===== src/rtl/core/cap_pkg.sv =====
`default_nettype none
// ----------------------------------------------------------------------------
// cap_pkg
// Types and codes shared by the command frame parser modules.
// ----------------------------------------------------------------------------
package cap_pkg;

    localparam int BYTE_W  = 8;
    localparam int ERR_W   = 3;
    localparam int LC_W    = 16;
    localparam int LE_W    = 17;
    localparam int TDATA_W = 80;

    // error codes reported on the closing beat of a frame
    localparam logic [ERR_W-1:0] ERR_NONE         = 3'd0;
    localparam logic [ERR_W-1:0] ERR_SHORT_HEADER = 3'd1;
    localparam logic [ERR_W-1:0] ERR_TRUNC_LENGTH = 3'd2;
    localparam logic [ERR_W-1:0] ERR_TRUNC_DATA   = 3'd3;
    localparam logic [ERR_W-1:0] ERR_LENGTH_WIDE  = 3'd4;
    localparam logic [ERR_W-1:0] ERR_LE_WIDE      = 3'd5;

    localparam logic [BYTE_W-1:0] EXT_LEN_FLAG = 8'h80;
    localparam logic [LE_W-1:0]   LE_SHORT_MAX = 17'd256;

    typedef struct packed {
        logic [BYTE_W-1:0] in_byte;
        logic              last;
    } cap_beat_t;

    typedef struct packed {
        logic              data_valid;
        logic [BYTE_W-1:0] data_byte;
        logic              done_res;
        logic [ERR_W-1:0]  error_code;
        logic [BYTE_W-1:0] cla;
        logic [BYTE_W-1:0] ins;
        logic [BYTE_W-1:0] p1;
        logic [BYTE_W-1:0] p2;
        logic [LC_W-1:0]   lc;
        logic [LE_W-1:0]   le;
    } cap_result_t;

endpackage
`default_nettype wire


===== src/rtl/core/cap_in_stage.sv =====
`default_nettype none
// ----------------------------------------------------------------------------
// cap_in_stage
// Input register: holds one incoming beat until the parser consumes it.
// ----------------------------------------------------------------------------
module cap_in_stage
(
    input  wire logic              clk,
    input  wire logic              rst_n,
    input  wire logic              in_valid,
    output logic                   in_ready,
    input  wire cap_pkg::cap_beat_t in_beat,
    input  wire logic              consume,
    output logic                   beat_valid,
    output cap_pkg::cap_beat_t     beat
);
    import cap_pkg::*;

    logic      valid_reg;
    cap_beat_t beat_reg;
    logic      take;

    // a beat may enter in the same cycle the held one is consumed
    assign in_ready   = !valid_reg || consume;
    assign take       = in_valid && in_ready;
    assign beat_valid = valid_reg;
    assign beat       = beat_reg;

    always_ff @(posedge clk or negedge rst_n)
    begin
        if (!rst_n)
        begin
            valid_reg <= 1'b0;
        end
        else if (take)
        begin
            valid_reg <= 1'b1;
        end
        else if (consume)
        begin
            valid_reg <= 1'b0;
        end
    end

    always_ff @(posedge clk)
    begin
        if (take)
        begin
            beat_reg <= in_beat;
        end
    end

endmodule
`default_nettype wire


===== src/rtl/core/cap_frame_fsm.sv =====
`default_nettype none
// ----------------------------------------------------------------------------
// cap_frame_fsm
// Frame state and the per-byte parse step: header, length, body and Le.
// ----------------------------------------------------------------------------
module cap_frame_fsm
#(
    parameter int MAX_LENGTH_BYTES = 2,
    parameter int MAX_EXPECT_BYTES = 2
)
(
    input  wire logic                clk,
    input  wire logic                rst_n,
    input  wire logic                step,
    input  wire cap_pkg::cap_beat_t  beat,
    output logic                     produce,
    output cap_pkg::cap_result_t     result
);
    import cap_pkg::*;

    localparam int LEFT_W = $clog2(MAX_LENGTH_BYTES + 1);
    localparam int SEEN_W = $clog2(MAX_EXPECT_BYTES + 1);

    typedef enum logic [2:0] {
        PH_HEADER,
        PH_LENGTH,
        PH_EXTLEN,
        PH_DATA,
        PH_EXPECT,
        PH_SKIP
    } phase_t;

    phase_t              phase_reg, phase_next;
    logic [LC_W-1:0]     count_reg, count_next;
    logic [BYTE_W-1:0]   hdr_reg [4];
    logic [BYTE_W-1:0]   hdr_next [4];
    logic [BYTE_W-1:0]   hdr_upd [4];
    logic [LC_W-1:0]     len_reg, len_next;
    logic [LEFT_W-1:0]   left_reg, left_next;
    logic [LC_W-1:0]     exp_reg, exp_next;
    logic [SEEN_W-1:0]   seen_reg, seen_next;
    logic [ERR_W-1:0]    perr_reg, perr_next;

    logic                dv;
    logic                done;
    logic [ERR_W-1:0]    err;
    logic [LC_W-1:0]     lc_val;
    logic [LE_W-1:0]     le_val;
    logic                do_finish;
    logic                do_raise;
    logic [ERR_W-1:0]    raise_code;
    logic [LC_W-1:0]     len_val;
    logic [LC_W-1:0]     exp_val;
    logic [LC_W-1:0]     count_inc;
    logic [LEFT_W-1:0]   left_dec;
    logic [6:0]          ext_count;

    always_comb
    begin
        phase_next = phase_reg;
        count_next = count_reg;
        hdr_upd    = hdr_reg;
        len_next   = len_reg;
        left_next  = left_reg;
        exp_next   = exp_reg;
        seen_next  = seen_reg;
        perr_next  = perr_reg;
        dv         = 1'b0;
        done       = 1'b0;
        err        = ERR_NONE;
        lc_val     = '0;
        le_val     = '0;
        do_finish  = 1'b0;
        do_raise   = 1'b0;
        raise_code = ERR_NONE;
        len_val    = len_reg;
        exp_val    = exp_reg;
        count_inc  = count_reg + LC_W'(1);
        left_dec   = '0;
        ext_count  = beat.in_byte[6:0];

        unique case (phase_reg)
            PH_HEADER:
            begin
                hdr_upd[count_reg[1:0]] = beat.in_byte;
                if (count_reg[1:0] == 2'd3)
                begin
                    count_next = '0;
                    phase_next = PH_LENGTH;
                    done       = beat.last;
                end
                else
                begin
                    count_next = count_inc;
                    if (beat.last)
                    begin
                        done = 1'b1;
                        err  = ERR_SHORT_HEADER;
                    end
                end
            end
            PH_LENGTH:
            begin
                if ((beat.in_byte & EXT_LEN_FLAG) != '0)
                begin
                    len_val  = '0;
                    len_next = '0;
                    if (ext_count > 7'(MAX_LENGTH_BYTES))
                    begin
                        do_raise   = 1'b1;
                        raise_code = ERR_LENGTH_WIDE;
                    end
                    else if (ext_count == 7'd0)
                    begin
                        do_finish = 1'b1;
                    end
                    else
                    begin
                        left_next = ext_count[LEFT_W-1:0];
                        if (beat.last)
                        begin
                            done = 1'b1;
                            err  = ERR_TRUNC_LENGTH;
                        end
                        else
                        begin
                            phase_next = PH_EXTLEN;
                        end
                    end
                end
                else
                begin
                    len_val   = {8'd0, beat.in_byte};
                    len_next  = len_val;
                    do_finish = 1'b1;
                end
            end
            PH_EXTLEN:
            begin
                // another byte would not fit the 16-bit length
                if (len_reg[15:8] != '0)
                begin
                    do_raise   = 1'b1;
                    raise_code = ERR_LENGTH_WIDE;
                end
                else
                begin
                    len_val   = {len_reg[7:0], beat.in_byte};
                    len_next  = len_val;
                    left_dec  = (left_reg != '0) ? left_reg - LEFT_W'(1) : '0;
                    left_next = left_dec;
                    if (left_dec == '0)
                    begin
                        do_finish = 1'b1;
                    end
                    else if (beat.last)
                    begin
                        done = 1'b1;
                        err  = ERR_TRUNC_LENGTH;
                    end
                end
            end
            PH_DATA:
            begin
                dv         = 1'b1;
                count_next = count_inc;
                if (count_inc >= len_reg)
                begin
                    if (beat.last)
                    begin
                        done   = 1'b1;
                        lc_val = len_reg;
                    end
                    else
                    begin
                        exp_next   = '0;
                        seen_next  = '0;
                        phase_next = PH_EXPECT;
                    end
                end
                else if (beat.last)
                begin
                    done = 1'b1;
                    err  = ERR_TRUNC_DATA;
                end
            end
            PH_EXPECT:
            begin
                if (seen_reg == SEEN_W'(MAX_EXPECT_BYTES) ||
                    (seen_reg != '0 && exp_reg[15:8] != '0))
                begin
                    do_raise   = 1'b1;
                    raise_code = ERR_LE_WIDE;
                end
                else
                begin
                    exp_val   = (seen_reg != '0) ? {exp_reg[7:0], beat.in_byte}
                                                 : {8'd0, beat.in_byte};
                    exp_next  = exp_val;
                    seen_next = seen_reg + SEEN_W'(1);
                    if (beat.last)
                    begin
                        done   = 1'b1;
                        lc_val = len_reg;
                        // a single zero byte asks for the short maximum
                        le_val = (seen_reg == '0 && exp_val == '0) ? LE_SHORT_MAX
                                                                  : {1'b0, exp_val};
                    end
                end
            end
            PH_SKIP:
            begin
                if (beat.last)
                begin
                    done = 1'b1;
                    err  = perr_reg;
                end
            end
            default:
            begin
                phase_next = PH_HEADER;
            end
        endcase

        if (do_finish)
        begin
            if (beat.last)
            begin
                done   = 1'b1;
                le_val = {1'b0, len_val};
            end
            else
            begin
                count_next = '0;
                exp_next   = '0;
                seen_next  = '0;
                phase_next = (len_val != '0) ? PH_DATA : PH_EXPECT;
            end
        end

        if (do_raise)
        begin
            if (beat.last)
            begin
                done = 1'b1;
                err  = raise_code;
            end
            else
            begin
                perr_next  = raise_code;
                phase_next = PH_SKIP;
            end
        end

        hdr_next = hdr_upd;

        // close the frame: clear everything for the next one
        if (done)
        begin
            phase_next = PH_HEADER;
            count_next = '0;
            hdr_next   = '{default: '0};
            len_next   = '0;
            left_next  = '0;
            exp_next   = '0;
            seen_next  = '0;
            perr_next  = ERR_NONE;
        end
    end

    always_comb
    begin
        produce           = dv || done;
        result.data_valid = dv;
        result.data_byte  = dv ? beat.in_byte : '0;
        result.done_res   = done;
        result.error_code = done ? err : ERR_NONE;
        result.cla        = done ? hdr_upd[0] : '0;
        result.ins        = done ? hdr_upd[1] : '0;
        result.p1         = done ? hdr_upd[2] : '0;
        result.p2         = done ? hdr_upd[3] : '0;
        result.lc         = (done && err == ERR_NONE) ? lc_val : '0;
        result.le         = (done && err == ERR_NONE) ? le_val : '0;
    end

    always_ff @(posedge clk or negedge rst_n)
    begin
        if (!rst_n)
        begin
            phase_reg <= PH_HEADER;
            count_reg <= '0;
            hdr_reg   <= '{default: '0};
            len_reg   <= '0;
            left_reg  <= '0;
            exp_reg   <= '0;
            seen_reg  <= '0;
            perr_reg  <= ERR_NONE;
        end
        else if (step)
        begin
            phase_reg <= phase_next;
            count_reg <= count_next;
            hdr_reg   <= hdr_next;
            len_reg   <= len_next;
            left_reg  <= left_next;
            exp_reg   <= exp_next;
            seen_reg  <= seen_next;
            perr_reg  <= perr_next;
        end
    end

endmodule
`default_nettype wire


===== src/rtl/core/cap_out_stage.sv =====
`default_nettype none
// ----------------------------------------------------------------------------
// cap_out_stage
// Result register: holds one result beat until the sink takes it.
// ----------------------------------------------------------------------------
module cap_out_stage
(
    input  wire logic                 clk,
    input  wire logic                 rst_n,
    input  wire logic                 load,
    input  wire cap_pkg::cap_result_t result,
    output logic                      space,
    output logic                      out_valid,
    input  wire logic                 out_ready,
    output cap_pkg::cap_result_t      out_result
);
    import cap_pkg::*;

    logic        valid_reg;
    cap_result_t result_reg;

    assign space      = !valid_reg || out_ready;
    assign out_valid  = valid_reg;
    assign out_result = result_reg;

    always_ff @(posedge clk or negedge rst_n)
    begin
        if (!rst_n)
        begin
            valid_reg <= 1'b0;
        end
        else if (load)
        begin
            valid_reg <= 1'b1;
        end
        else if (out_ready)
        begin
            valid_reg <= 1'b0;
        end
    end

    always_ff @(posedge clk)
    begin
        if (load)
        begin
            result_reg <= result;
        end
    end

endmodule
`default_nettype wire


===== src/rtl/core/command_apdu_parser_unit.sv =====
`default_nettype none
// ----------------------------------------------------------------------------
// command_apdu_parser_unit
// Smart-card command frame parser: header, Lc, body pass-through and Le.
// ----------------------------------------------------------------------------
//  channel | dir | tdata                          | tuser      | tlast
//  s_axis  | in  | frame byte                     | -          | last byte
//  m_axis  | out | body byte, error, header, Lc/Le| data_valid | frame done
//
//  One byte per cycle sustained while m_axis takes results; a taken beat waits
//  in the input register, and its result then loads into the result register.
//  Bytes that give no result (header, length, Le) need no result slot.
//  rst_n clears the frame state; the next beat starts a fresh header.
//  A stalled m_axis holds the result; s_axis stalls only when a held beat
//  needs the result slot.
// ----------------------------------------------------------------------------
module command_apdu_parser_unit
#(
    parameter int MAX_LENGTH_BYTES = 2,
    parameter int MAX_EXPECT_BYTES = 2
)
(
    input  wire logic        clk,
    input  wire logic        rst_n,
    input  wire logic        s_axis_tvalid,
    output logic             s_axis_tready,
    input  wire logic [7:0]  s_axis_tdata,   // [7:0] in_byte
    input  wire logic        s_axis_tlast,   // last
    output logic             m_axis_tvalid,
    input  wire logic        m_axis_tready,
    output logic [cap_pkg::TDATA_W-1:0] m_axis_tdata, // data_byte, error_code, cla, ins,
                                                      // p1, p2, lc, le
    output logic             m_axis_tuser,   // data_valid
    output logic             m_axis_tlast    // done_res
);
    import cap_pkg::*;

    cap_beat_t   in_beat;
    cap_beat_t   beat;
    logic        beat_valid;
    logic        consume;
    logic        produce;
    logic        space;
    cap_result_t result;
    cap_result_t out_result;

    assign in_beat.in_byte = s_axis_tdata;
    assign in_beat.last    = s_axis_tlast;

    // advance a held beat when its result, if any, has somewhere to go
    assign consume = beat_valid && (!produce || space);

    cap_in_stage u_in
    (
        .clk        (clk),
        .rst_n      (rst_n),
        .in_valid   (s_axis_tvalid),
        .in_ready   (s_axis_tready),
        .in_beat    (in_beat),
        .consume    (consume),
        .beat_valid (beat_valid),
        .beat       (beat)
    );

    cap_frame_fsm
    #(
        .MAX_LENGTH_BYTES (MAX_LENGTH_BYTES),
        .MAX_EXPECT_BYTES (MAX_EXPECT_BYTES)
    )
    u_fsm
    (
        .clk     (clk),
        .rst_n   (rst_n),
        .step    (consume),
        .beat    (beat),
        .produce (produce),
        .result  (result)
    );

    cap_out_stage u_out
    (
        .clk        (clk),
        .rst_n      (rst_n),
        .load       (consume && produce),
        .result     (result),
        .space      (space),
        .out_valid  (m_axis_tvalid),
        .out_ready  (m_axis_tready),
        .out_result (out_result)
    );

    assign m_axis_tdata = {4'd0,
                           out_result.le,
                           out_result.lc,
                           out_result.p2,
                           out_result.p1,
                           out_result.ins,
                           out_result.cla,
                           out_result.error_code,
                           out_result.data_byte};
    assign m_axis_tuser = out_result.data_valid;
    assign m_axis_tlast = out_result.done_res;

endmodule
`default_nettype wire


===== config.mk =====
export PLATFORM = sky130hd
export DESIGN_NAME = command_apdu_parser_unit
export DESIGN_NICKNAME = d
export VERILOG_FILES = /design/src/rtl/core/cap_pkg.sv /design/src/rtl/core/cap_in_stage.sv /design/src/rtl/core/cap_frame_fsm.sv /design/src/rtl/core/cap_out_stage.sv /design/src/rtl/core/command_apdu_parser_unit.sv
export SDC_FILE = /design/constraint.sdc
export NUM_CORES = 1
export LEC_CHECK = 0
export ABC_AREA = 1
export BUFFER_PORTS_ARGS = -buffer_cell sky130_fd_sc_hd__clkbuf_2
export CORE_ASPECT_RATIO = 0.75
export CORE_MARGIN = 3
export CORE_UTILIZATION = 55
export CTS_BUF_LIST = sky130_fd_sc_hd__clkbuf_4
export DETAILED_ROUTE_END_ITERATION = 8
export GPL_TIMING_DRIVEN = 0
export PLACE_DENSITY = 0.78
export REMOVE_ABC_BUFFERS = 1
export SLEW_MARGIN = 20
export SYNTH_ARGS = -nofsm -noshare
export SYNTH_HDL_FRONTEND = slang
export SYNTH_HIERARCHICAL = 1
export SYNTH_SLANG_ARGS = --single-unit

===== constraint.sdc =====
create_clock -name clk -period 3.5 [get_ports clk]
set_input_delay 0 -clock clk [delete_from_list [all_inputs] [get_ports clk]]
set_output_delay 0 -clock clk [all_outputs]
set_load 0.01 [all_outputs]

Yosys cells after proc, flatten, opt, wreduce, memory -nomap -nowiden
Cells that the tools add are included.
{ "classes": {"n_eq_ne": 12, "n_reduce_logical": 34, "magnitude_cmp": 4, "addsub": 3, "muxes": 111, "bitwise": 1} }
{ "ops": {"columns": ["cell", "n"], "rows": [
  ["$mux W16", 17],
  ["$pmux W16 S2", 4],
  ["$mux W3", 29],
  ["$mux W17", 5],
  ["$mux W32", 2],
  ["$bwmux W32", 1],
  ["$mux W2", 15],
  ["$mux W1", 27],
  ["$add A16 B1 Y16 const B", 1],
  ["$demux W8 S2", 1],
  ["$ge A16 B16 Y1", 1],
  ["$logic_not A16 Y1", 1],
  ["$reduce_bool A16 Y1", 1],
  ["$reduce_bool A8 Y1", 2],
  ["$pmux W3 S5", 1],
  ["$ne A3 B2 Y1 const B", 4],
  ["$pmux W3 S4", 1],
  ["$reduce_bool A2 Y1", 5],
  ["$pmux W3 S3", 1],
  ["$mux W8", 1],
  ["$pmux W2 S2", 2],
  ["$gt A7 B2 Y1 const B", 1],
  ["$logic_and A1 B1 Y1", 7],
  ["$logic_not A7 Y1", 1],
  ["23 further kinds", 34]
]} }
{ "word_totals": {"word_cells": 190, "register_bits": 179, "input_bits": 13} }

Logic depth before layout (Yosys ltp)
Gate-level depths: netlist (run 1).
{ "logic_depth": {"word_depth": 17, "depth_mapped": 24, "depth_no_buf": 24} }

Hierarchy
The synthesis (run 1) kept the hierarchy.
{ "modules_own_cells": {"columns": ["mod", "n_inst", "area_each_um2", "cells_per_inst"], "rows": [
  ["cap_frame_fsm", 1, 6283.5, 944],
  ["cap_out_stage", 1, 2387.3, 83],
  ["cap_in_stage", 1, 315.3, 15],
  ["command_apdu_parser_unit", 1, 58.8, 10]
]} }

Worst setup path before layout (run 1)
No wires, ideal clock.
{ "synth_timing": {"path_kind": "reg2reg", "startpoint": "reg u_fsm.phase_reg[1]", "endpoint": "reg u_out.result_reg, in the netlist u_out/out_result[0] (enable)", "t_required_ps": 3067, "n_path_buf": 1, "period_less_slack_ps": 3295, "arrival_time_ps": 2862, "setup_slack_ps": 205, "stages_incl_launch_ff": 7, "cell_sequence": "dfrtp_1 > a21oi_1 > clkinv_1 > clkbuf_1 > nand2_1 > nand3_1 > inv_1"} }
{ "synth_between": {"elab_chain_len": 12, "elab_cells_between_ends": 20, "classes_between": "eq/ne: 5; mux: 8; reduce/logical: 7"} }
{ "synth_rtl": {"columns": ["item", "line_no", "text"], "rows": [
  ["from (decl)", "cap_frame_fsm.sv:33", "phase_t phase_reg, phase_next;"],
  ["from (signal assigned)", "cap_frame_fsm.sv:301", "phase_reg <= phase_next;"],
  ["$eq A3 B2 Y1 or $eq A3 B3 Y1 (tied branches)", "cap_frame_fsm.sv:82", "unique case (phase_reg)"],
  ["$reduce_or A2 Y1 (no source line)", null, null],
  ["$pmux W1 S5", "cap_frame_fsm.sv:82", null],
  ["$mux W1", "cap_frame_fsm.sv:227", "if (beat.last)"],
  ["$mux W1", "cap_frame_fsm.sv:225", "if (do_finish)"],
  ["$mux W1", "cap_frame_fsm.sv:243", "if (beat.last)"],
  ["$mux W1 *", "cap_frame_fsm.sv:241", "if (do_raise)"],
  ["via u_fsm.done", "cap_frame_fsm.sv:45", "logic done;"],
  ["$logic_or A1 B1 Y1 *", "cap_frame_fsm.sv:273", "produce = dv || done;"],
  ["via produce", "command_apdu_parser_unit.sv:42", "logic produce;"],
  ["$logic_not A1 Y1", "command_apdu_parser_unit.sv:51", "assign consume = beat_valid && (!produce || space);"],
  ["$logic_or A1 B1 Y1", "command_apdu_parser_unit.sv:51", null],
  ["$logic_and A1 B1 Y1", "command_apdu_parser_unit.sv:51", null],
  ["$logic_and A1 B1 Y1 *", "command_apdu_parser_unit.sv:84", ".load (consume && produce),"],
  ["to (signal assigned)", "cap_out_stage.sv:46", "result_reg <= result;"],
  ["to (decl)", "cap_out_stage.sv:20", "cap_result_t result_reg;"]
]} }
The timed path passes the listed nets; every way through them passes the cells marked *.
A chain may end at the register's enable or synchronous reset.

Final worst setup path (run 1)
{ "layout_timing": {"startpoint": "reg u_fsm.count_reg[1]", "endpoint": "reg u_fsm.exp_reg[11]"} }
{ "layout_between": {"elab_chain_len": 11, "elab_cells_between_ends": 18, "classes_between": "add/sub: 1; order compare: 1; eq/ne: 1; mux: 11; reduce/logical: 4"} }
{ "layout_rtl": {"columns": ["item", "line_no", "text"], "rows": [
  ["from (decl)", "cap_frame_fsm.sv:34", "logic [LC_W-1:0] count_reg, count_next;"],
  ["from (signal assigned)", "cap_frame_fsm.sv:302", "count_reg <= count_next;"],
  ["parallel branches: the longest is 11 deep, another holds $add A16 B1 Y16", null, null],
  ["to (signal assigned)", "cap_frame_fsm.sv:306", "exp_reg <= exp_next;"],
  ["to (decl)", "cap_frame_fsm.sv:40", "logic [LC_W-1:0] exp_reg, exp_next;"]
]} }
Parallel ways; which one is timed is not known.

==> results.yml, run 1 <==
clocking:
  h-tree-depth: 4
  clkSlewWorstSetupHoldPaths_ns: 0.15
  clk_path_buf_depth: 2
  cts_tree: "built"
  cts-root-buf: "clkbuf_4"
  clock-sinks: 178
  clk-insertion-delay-late_ns: 0.57
  cts_buffers: 17
layout:
  fin_nets: 1178
  diodes: 0
  ff_latch_area_um2: 4890
  fin_util_pct: 65.5
  multi_input_comb_area_um2: 3490
  fillers: 1275
  largest_reg_flops: 78
  area_delta_synth_final_pct: 13.4
  drive_gt1_share_pct: 15.5
floorplan:
  ios: 97
  chipHeight_um: 117
  die_area_um2: 18000
  core_area_um2: 15700
  row_count: 39
  die_w_um: 154
  start_util_pct: 57.7
timing:
  layout_min_cycle_time_ns: 3.31
  slew_headroom_pct: 27.2
  fmax_mhz: 302
  setup_violations: 0
  finalMaxSlewViolations: 0
  finalHoldViolations: 0
  max_slew.worst_pin.slew_ns: 1.09
  period_share_pct: 94.7
  skew_ns: 0.0208
outcome:
  status: "finished clean"
logic_synthesis:
  ys.flop_type: "dfrtp_1"
  netlist_area_um2: 9040
  postSynthAreaPerCell_um2: 8.60
  seq_area_frac_synth_pct: 54.1
  synth_seq_cells: 178
  ys_types: 43
  async_flop_share_pct: 51.1
  ys_warn_count: 6
  synth_cells: 1052
  synth_edf_count: 87
hold_path:
  hp-class: "input pin to register"
  hold-path-endpoint: "u_in/beat[5]"
  min_path_cells: 2
  min_from: "s_axis_tdata[4]"
routing:
  via_count: 7854
  drt_iter0_drc: 998
  drt-total-wl_mm: 23.9
  dr.pass1.iters: 6
  wl_per_cell_um: 17.5
  post-route-drc-count: 0
  ant_nets: 0
  routed_via_density: 5.77
power_and_ir_drop:
  finalPower_uw: 6220
  power_density_nw_per_um2: 607
  p_leak_uw: 0.00461
  vdd_ir_drop_max_uv: 344
global_routing:
  antenna_found_initial: 1
  grt.overflow.total: 0
  grt_pass1_wl_mm: 37.5
  grt_pass1_vias: 7188
  grt_max_degree: 66
  track_usage_pct: 26.5
critical_path:
  crit_fanout: 8
  regToRegStartpoint: "u_fsm/count_reg[1]"
  r2r_end: "u_fsm/exp_reg[11]"
  cp_cell_sequence: "ha_1 > inv_1 > nor3_4 > nand3_1 > nor2_1 > xor2_1 > inv_1 > ha_1 > nand2_1 > nor4_2 > nand2_1 > nand2_4 > nand3_2 > nand2_4 > nand2_1 > nand2_1 > nand2_1 > nand2_1 > nand2_1"
  slowest_delay_ns: 0.43
  cp_slowest_cell: "dfrtp_1"
  end_kind: "register"
  cp-start-kind: "register"
  worstSetupPathType: "register to register"
  reg2reg_slack_ns: 0.19
  rr_worst_depth: 19
  critPathRequiredTime_ns: 3.97
  worst_ep_arrival_time_ns: 3.78
  cp_common_cell: "nand2_1"
placed_design:
  hpwl_mm: 15.7
  portBuffers: 92
  gp_congestion: 0.926
flow_run:
  cap_violations: 0
==> repair_timing <==
item / in CTS / in global routing
endpoints found under the hold margin: 111 / 0
setup endpoints to repair: 195 / 83
hold buffers: 14 / 0
pin swaps: 2 / 6
cloned: 1 / 1
setup buffers: 3 / 4
resized for setup: 9 / 17
==> layer usage <==
layer	track usage, %	part of all wire, %
met2	39.8	44
met3	6.03	11
met5	0	0.055
met4	6.71	1.1
met1	39.6	44
==> placed cells by master (no fill, tap or decap), types with 4 or more instances in the layout <==
cell	instances
nand3_1	55
nand2_2	10
a21oi_1	24
clkbuf_4	21
nor3_1	6
buf_4	6
a22oi_1	6
dfrtp_1	90
ha_1	22
nor2_1	115
o21ai_1	19
o22ai_1	45
inv_1	112
nand4_1	7
edfxtp_1	87
inv_2	4
nand2_4	4
xor2_1	6
buf_16	4
nand2_1	245
o21ai_0	94
o211ai_1	6
dlygate4sd3_1	13
nand3_2	4
conb_1	5
clkbuf_2	91
clkinv_1	7
==> Yosys cell counts, types with 12 or more instances <==
library cell | n | area, um^2
nand2_1 | 249 | 935
nor2_1 | 116 | 435
inv_1 | 115 | 432
o21ai_0 | 96 | 480
dfrtp_1 | 91 | 2280
edfxtp_1 | 87 | 2610
nand3_1 | 58 | 290
o22ai_1 | 45 | 282
a21oi_1 | 26 | 130
clkbuf_1 | 22 | 82.6
ha_1 | 22 | 275
o21ai_1 | 18 | 90.1
buf_2 | 12 | 60.1
==> per-stage QoR <==
stage	setup slack (ns)	setup TNS (ns)	hold WS, ns	std cells	cell area, um^2
after detailed placement	-1.56	-153.70	-0.0972	1306	9630
after global placement	-3.97	-496.55	0.179	1302	9500
after CTS	0.0618	0	0.0742	1356	10200
after global routing	-0.0410	-0.161	0.0967	1361	10300
after floorplan	-1.34	-129.36	-0.296	1005	8780
final	0.187	0	0.141	1361	10300
==> how the worst max path moves through the flow <==
stage	start	end	cells past startpoint
after floorplan	u_in/beat[0]	u_fsm/left_reg[0]	9
after global placement	u_in/beat[0]	u_fsm/left_reg[0]	9
after detailed placement	u_in/beat[0]	u_fsm/exp_reg[15]	11
after CTS	u_fsm/phase_reg[1]	u_fsm/exp_reg[2]	9
after global routing	u_fsm/count_reg[1]	u_fsm/exp_reg[2]	17
final	u_fsm/count_reg[1]	u_fsm/exp_reg[11]	19
==> layout make-up <==
class	instances	area share, %
multi-input cells	700	34.1
repair buffers	117	7.75
flip-flops and latches	178	47.7
clock inverters	11	1.50
well taps	205	2.50
clock buffers	21	1.54
inverters	129	4.96
==> cell families (layout without fill, tap and decap cells) <==
| family | after synthesis | after routing | share of synthesized area (%) |
|---|---|---|---|
| adders and majority gates | 22 | 22 | 3.04 |
| buffers and inverters | 179 | 278 | 8.47 |
| other | 2 | 5 | 0.0830 |
| and+or+nand+nor | 458 | 459 | 21.0 |
| xor gates and xnor gates | 6 | 6 | 0.581 |
| AOI/OAI and AO/OA | 207 | 208 | 12.8 |
| DFF | 178 | 178 | 54.1 |
==> critical path, delay by kind of cell, from the launching register on <==
kind / cells / cell delay (ns)
xor+xnor: 1 / 0.24
fa+ha+maj: 2 / 0.45
buf+inv: 2 / 0.20
flops: 1 / 0.43
simple gates: 14 / 1.87
==> power by group <==
group / internal [uW] / switching [uW]
Clock: 537 / 713
Combinational: 623 / 1590
Sequential: 2580 / 183
No activity file was read; power rests on OpenSTA's default activity.
==> run 2: changes to the inputs <==
Settings changed: BUFFER_PORTS_ARGS -buffer_cell sky130_fd_sc_hd__clkbuf_2 to -buffer_cell sky130_fd_sc_hd__buf_2.
==> results.yml, run 2 (same netlist as run 1, synthesis figures left out) <==
timing:
  skew_ns: 0.0240
  layout_min_cycle_time_ns: 3.32
  period_share_pct: 95.0
  fmax_mhz: 301
  setup_tns_ns: 0
  max_slew.worst_pin.slew_ns: 1.12
  finalHoldViolations: 0
  slew_headroom_pct: 24.7
  worst_hold_slack_ns: 0.111
  fin_ws_ns: 0.175
  setup_violations: 0
  finalMaxSlewViolations: 0
placed_design:
  gp_congestion: 0.926
  place_ws_ns: -1.52
  placed_cell_area_um2: 9620
  hpwl_mm: 15.6
  portBuffers: 92
clocking:
  clock-sinks: 178
  cts_tree: "built"
  h-tree-depth: 4
  cts_buffers: 17
  clk-insertion-delay-late_ns: 0.60
  clkSlewWorstSetupHoldPaths_ns: 0.15
  clk_path_buf_depth: 2
  cts-root-buf: "clkbuf_4"
critical_path:
  critPathRequiredTime_ns: 3.94
  cp-start-kind: "register"
  cp_common_cell: "inv_1"
  cpLargestDelayFamily: "simple AND/OR/NAND/NOR gates"
  end_kind: "register"
  worst_ep_arrival_time_ns: 3.76
  cp_cell_sequence: "ha_1 > inv_1 > nor3_4 > nand3_2 > nor2_2 > xor2_1 > inv_1 > ha_1 > nand2_1 > nor4_2 > nand2_1 > nand2_4 > inv_1 > o21ai_1 > nand2_2 > buf_12 > nor2_1"
  crit_fanout: 16
  slowest_delay_ns: 0.44
  cp.buffers_inverters: 4
  cp_slowest_cell: "dfrtp_1"
  worstSetupPathType: "register to register"
floorplan:
  die_area_um2: 18000
  chipHeight_um: 117
  die_w_um: 154
  start_util_pct: 57.7
  row_count: 39
  core_area_um2: 15700
  ios: 97
routing:
  ant_nets: 0
  via_count: 7936
  routed_via_density: 5.83
  post-route-drc-count: 0
  drt-total-wl_mm: 24.2
  dr.pass1.iters: 8
  wl_per_cell_um: 17.8
  drt_iter0_drc: 1158
layout:
  final_common_cell: "nand2_1"
  final_cell_mix: "nand2_1 (247), nor2_1 (114), inv_1 (112)"
  area_delta_synth_final_pct: 14.0
  fin_nets: 1179
  drive_gt1_share_pct: 15.3
  diodes: 0
  design_area_um2: 10300
  largest_reg_flops: 78
power_and_ir_drop:
  p_leak_uw: 0.00463
  finalPower_uw: 6350
  power_density_nw_per_um2: 616
  vdd_ir_drop_max_uv: 311
global_routing:
  antenna_found_initial: 0
  track_usage_pct: 26.8
  grt_pass1_wl_mm: 37.8
  grt.overflow.total: 0
  grt_max_degree: 63
  grt_pass1_vias: 7250
outcome:
  status: "finished clean"
flow_run:
  cap_violations: 0
hold_path:
  hp-class: "input pin to register"
## run 2: changes by cell type in the layout (fill, tap and decap cells not counted), moves of 2 or more
cell        delta
clkbuf_2      -91
bufinv_16      +2
clkinv_1       +2
nand2_1        +2
clkinvlp_4     -2
buf_2         +91
nand2_2        -2
clkbuf_4       -2
## run 2: area by class of cell
| class | instances | area [um^2] |
|---|---|---|
| repair buffers | 118 | 800 |
| flip-flops and latches | 178 | 4890 |
| fillers | 1288 | 5360 |
| multi-input cells | 700 | 3500 |
| clock buffers | 19 | 143 |
| inverters | 129 | 509 |
| well taps | 205 | 256 |
| clock inverters | 13 | 208 |
## run 2: metrics by stage
| step | util (%) | cells |
|---|---|---|
| after floorplan | - | 1005 |
| after global placement | 60.6 | 1302 |
| after detailed placement | 61.4 | 1306 |
| after CTS | 65.1 | 1356 |
| after global routing | 65.8 | 1362 |
| final | 65.8 | 1362 |
## run 2: path summary, 6_finish.rpt
path                                    startpoint                    to  slack [ns]  cells after the start
worst min register to register    u_fsm/hdr_reg[6]      u_fsm/hdr_reg[6]        0.50                      2
max in group asynchronous                    rst_n    u_fsm/count_reg[0]        2.70                      4
worst max register to register  u_fsm/count_reg[1]  u_out/out_result[17]        0.18                     17
min in group asynchronous                    rst_n      u_fsm/exp_reg[0]        0.44                      4
worst max-delay path            u_fsm/count_reg[1]  u_out/out_result[17]        0.18                     17
worst min-delay path               s_axis_tdata[7]          u_in/beat[8]        0.11                      2
## run 2: repair_timing
action | in CTS | in global routing
buffers inserted | 3 | 5
hold endpoints to repair | 111 | 0
pin swaps | 2 | 5
resized for setup | 9 | 17
hold buffers | 14 | 0
gates cloned | 1 | 1
setup endpoints to repair | 194 | 56
## run 2: power breakdown
group          total (uW)  internal [uW]  switching, uW
registers            2760           2580            175
clock network        1390            659            727
logic                2210            624           1580
## run 2: layer usage
metal	track usage (%)	up-vias	part of all wire (%)
li1	-	3688	-
met1	38.7	3754	43
met2	40.0	444	44
met3	7.75	50	12
met4	7.88	0	1.9
met5	0	-	0
==> run 3: changes to the inputs <==
Settings changed: SETUP_SLACK_MARGIN set to 0.3.
==> results.yml, run 3 (same netlist as run 1, synthesis figures left out) <==
floorplan:
  die_area_um2: 18000
  start_util_pct: 57.7
  core_area_um2: 15700
  ios: 97
  die_w_um: 154
  chipHeight_um: 117
  row_count: 39
power_and_ir_drop:
  p_leak_uw: 0.00473
  pwr-share-comb_pct: 36.3
  p_sw_uw: 2570
  swShare_pct: 39.4
  power_density_nw_per_um2: 617
  cellInternalPower_uw: 3950
  vdd_ir_drop_max_uv: 299
  seqPwrFrac_pct: 42.4
  power_frac_clock_pct: 21.3
routing:
  ant_nets: 0
  routed_via_density: 5.87
  wl_per_cell_um: 18.1
  dr.pass1.iters: 7
  via_count: 8053
  drt-total-wl_mm: 24.9
  drt_iter0_drc: 1230
  post-route-drc-count: 0
timing:
  slew_headroom_pct: 36.2
  finalHoldViolations: 0
  rsz0062_at_grt: "true"
  fmax_mhz: 321
  setup_violations: 0
  finalMaxSlewViolations: 0
  skew_ns: 0.0261
  period_share_pct: 89.0
  layout_min_cycle_time_ns: 3.11
  setup_tns_ns: 0
  max_slew.worst_pin.slew_ns: 0.954
  worst_hold_slack_ns: 0.113
layout:
  design_area_um2: 10500
  final_common_cell: "nand2_1"
  fin_nets: 1190
  diodes: 0
  area_delta_synth_final_pct: 16.6
  largest_reg_flops: 78
  stdcell_count: 1373
  fillers: 1251
  final_cell_mix: "nand2_1 (241), inv_1 (109), nor2_1 (99)"
  drive_gt1_share_pct: 18.8
  fin_util_pct: 67.3
clocking:
  clk-insertion-delay-late_ns: 0.60
  clk_path_buf_depth: 2
  cts_tree: "built"
  cts_buffers: 17
  h-tree-depth: 4
  clkSlewWorstSetupHoldPaths_ns: 0.15
  clock-sinks: 178
  cts-root-buf: "clkbuf_4"
critical_path:
  slowest_delay_ns: 0.45
  end_kind: "register"
  worstSetupPathType: "register to register"
  regToRegStartpoint: "u_fsm/count_reg[2]"
  crit_fanout: 8
  cp_cell_sequence: "nand3_2 > inv_2 > nand3_2 > nor3_4 > nand2_2 > o21ai_0 > o21ai_2 > inv_1 > ha_1 > a21oi_1 > o21ai_1 > a21oi_2 > nand2_4 > inv_2 > o21ai_2 > nand2_2 > clkbuf_16 > nor2_4"
  reg2reg_slack_ns: 0.39
  cp-start-kind: "register"
  cpLargestDelayFamily: "compound AO/OA/AOI/OAI gates"
  worst_ep_arrival_time_ns: 3.48
  cp.buffers_inverters: 4
  critPathRequiredTime_ns: 3.86
  cp-startpoint: "u_fsm/count_reg[2]"
  cp_slowest_cell: "dfrtp_1"
flow_run:
  cap_violations: 0
global_routing:
  antenna_found_initial: 0
  grt_max_degree: 63
  track_usage_pct: 27.2
  grt.overflow.total: 0
  grt_pass1_wl_mm: 38.3
  grt_pass1_vias: 7382
placed_design:
  gp_congestion: 0.926
  portBuffers: 92
  hpwl_mm: 15.6
  placed_cell_area_um2: 9620
  numPlacedInstances: 1306
hold_path:
  hp-class: "input pin to register"
  min_from: "s_axis_tdata[7]"
outcome:
  status: "finished clean"
## run 3: layout make-up
type	instances	area, um^2	share of cell area (%)
Sequential cell	178	4890	46.4
Multi-Input combinational cell	700	3630	34.4
Timing Repair Buffer	129	900	8.53
Inverter	129	522	4.95
Tap cell	205	256	2.43
Clock inverter	13	208	1.97
Clock buffer	19	143	1.35
## run 3: per-layer routing
layer	wire (um)	up-vias	track usage, %
met1	10300	3813	38.4
li1	-	3698	-
met2	11000	490	40.8
met4	499	0	8.59
met5	0	-	0
met3	3060	52	8.34
## run 3: power by group through the flow
stage | Combinational [uW] | Sequential, uW | Clock (uW)
6_report | 2360 | 2760 | 1390
2_1_floorplan | 1340 | 2820 | 0
5_1_grt | 2610 | 2800 | 1490
4_1_cts | 2150 | 2750 | 1400
3_3_place_gp | 1940 | 2790 | 0
3_5_place_dp | 2040 | 2790 | 0
## run 3: repair_timing
action | CTS | global route
hold endpoints to repair | 111 | 0
resized for setup | 23 | 46
gates cloned | 1 | 2
pin swaps | 5 | 19
hold buffers | 14 | 0
setup buffers | 12 | 6
endpoints found under the setup margin | 197 | 99
## run 3: final timing paths
kind,endpoint,depth (start not counted)
setup reg to reg,u_out/out_result[17],18
hold reg to reg,u_fsm/perr_reg[2],2
hold / removal,u_in/beat[8],2
max in group asynchronous,u_fsm/count_reg[0],4
setup / recovery,u_out/out_result[17],18
min in group asynchronous,u_fsm/hdr_reg[27],4
## run 3: worst register-to-register path, stage by stage (launching register included)
cell	delay, ns
dfrtp_1	0.45
nand3_2	0.14
inv_2	0.10
nand3_2	0.13
nor3_4	0.17
nand2_2	0.11
o21ai_0	0.21
o21ai_2	0.10
inv_1	0.09
ha_1	0.25
a21oi_1	0.17
o21ai_1	0.09
a21oi_2	0.23
nand2_4	0.09
inv_2	0.08
o21ai_2	0.06
nand2_2	0.15
clkbuf_16	0.20
nor2_4	0.05
## run 3: stage by stage
step | setup slack (ns) | total power, uW
detailed placement | -1.52 | 4840
global placement | -3.95 | 4730
finish | 0.386 | 6510
floorplan | -1.34 | 4160
CTS | 0.309 | 6300
global route | 0.254 | 6900
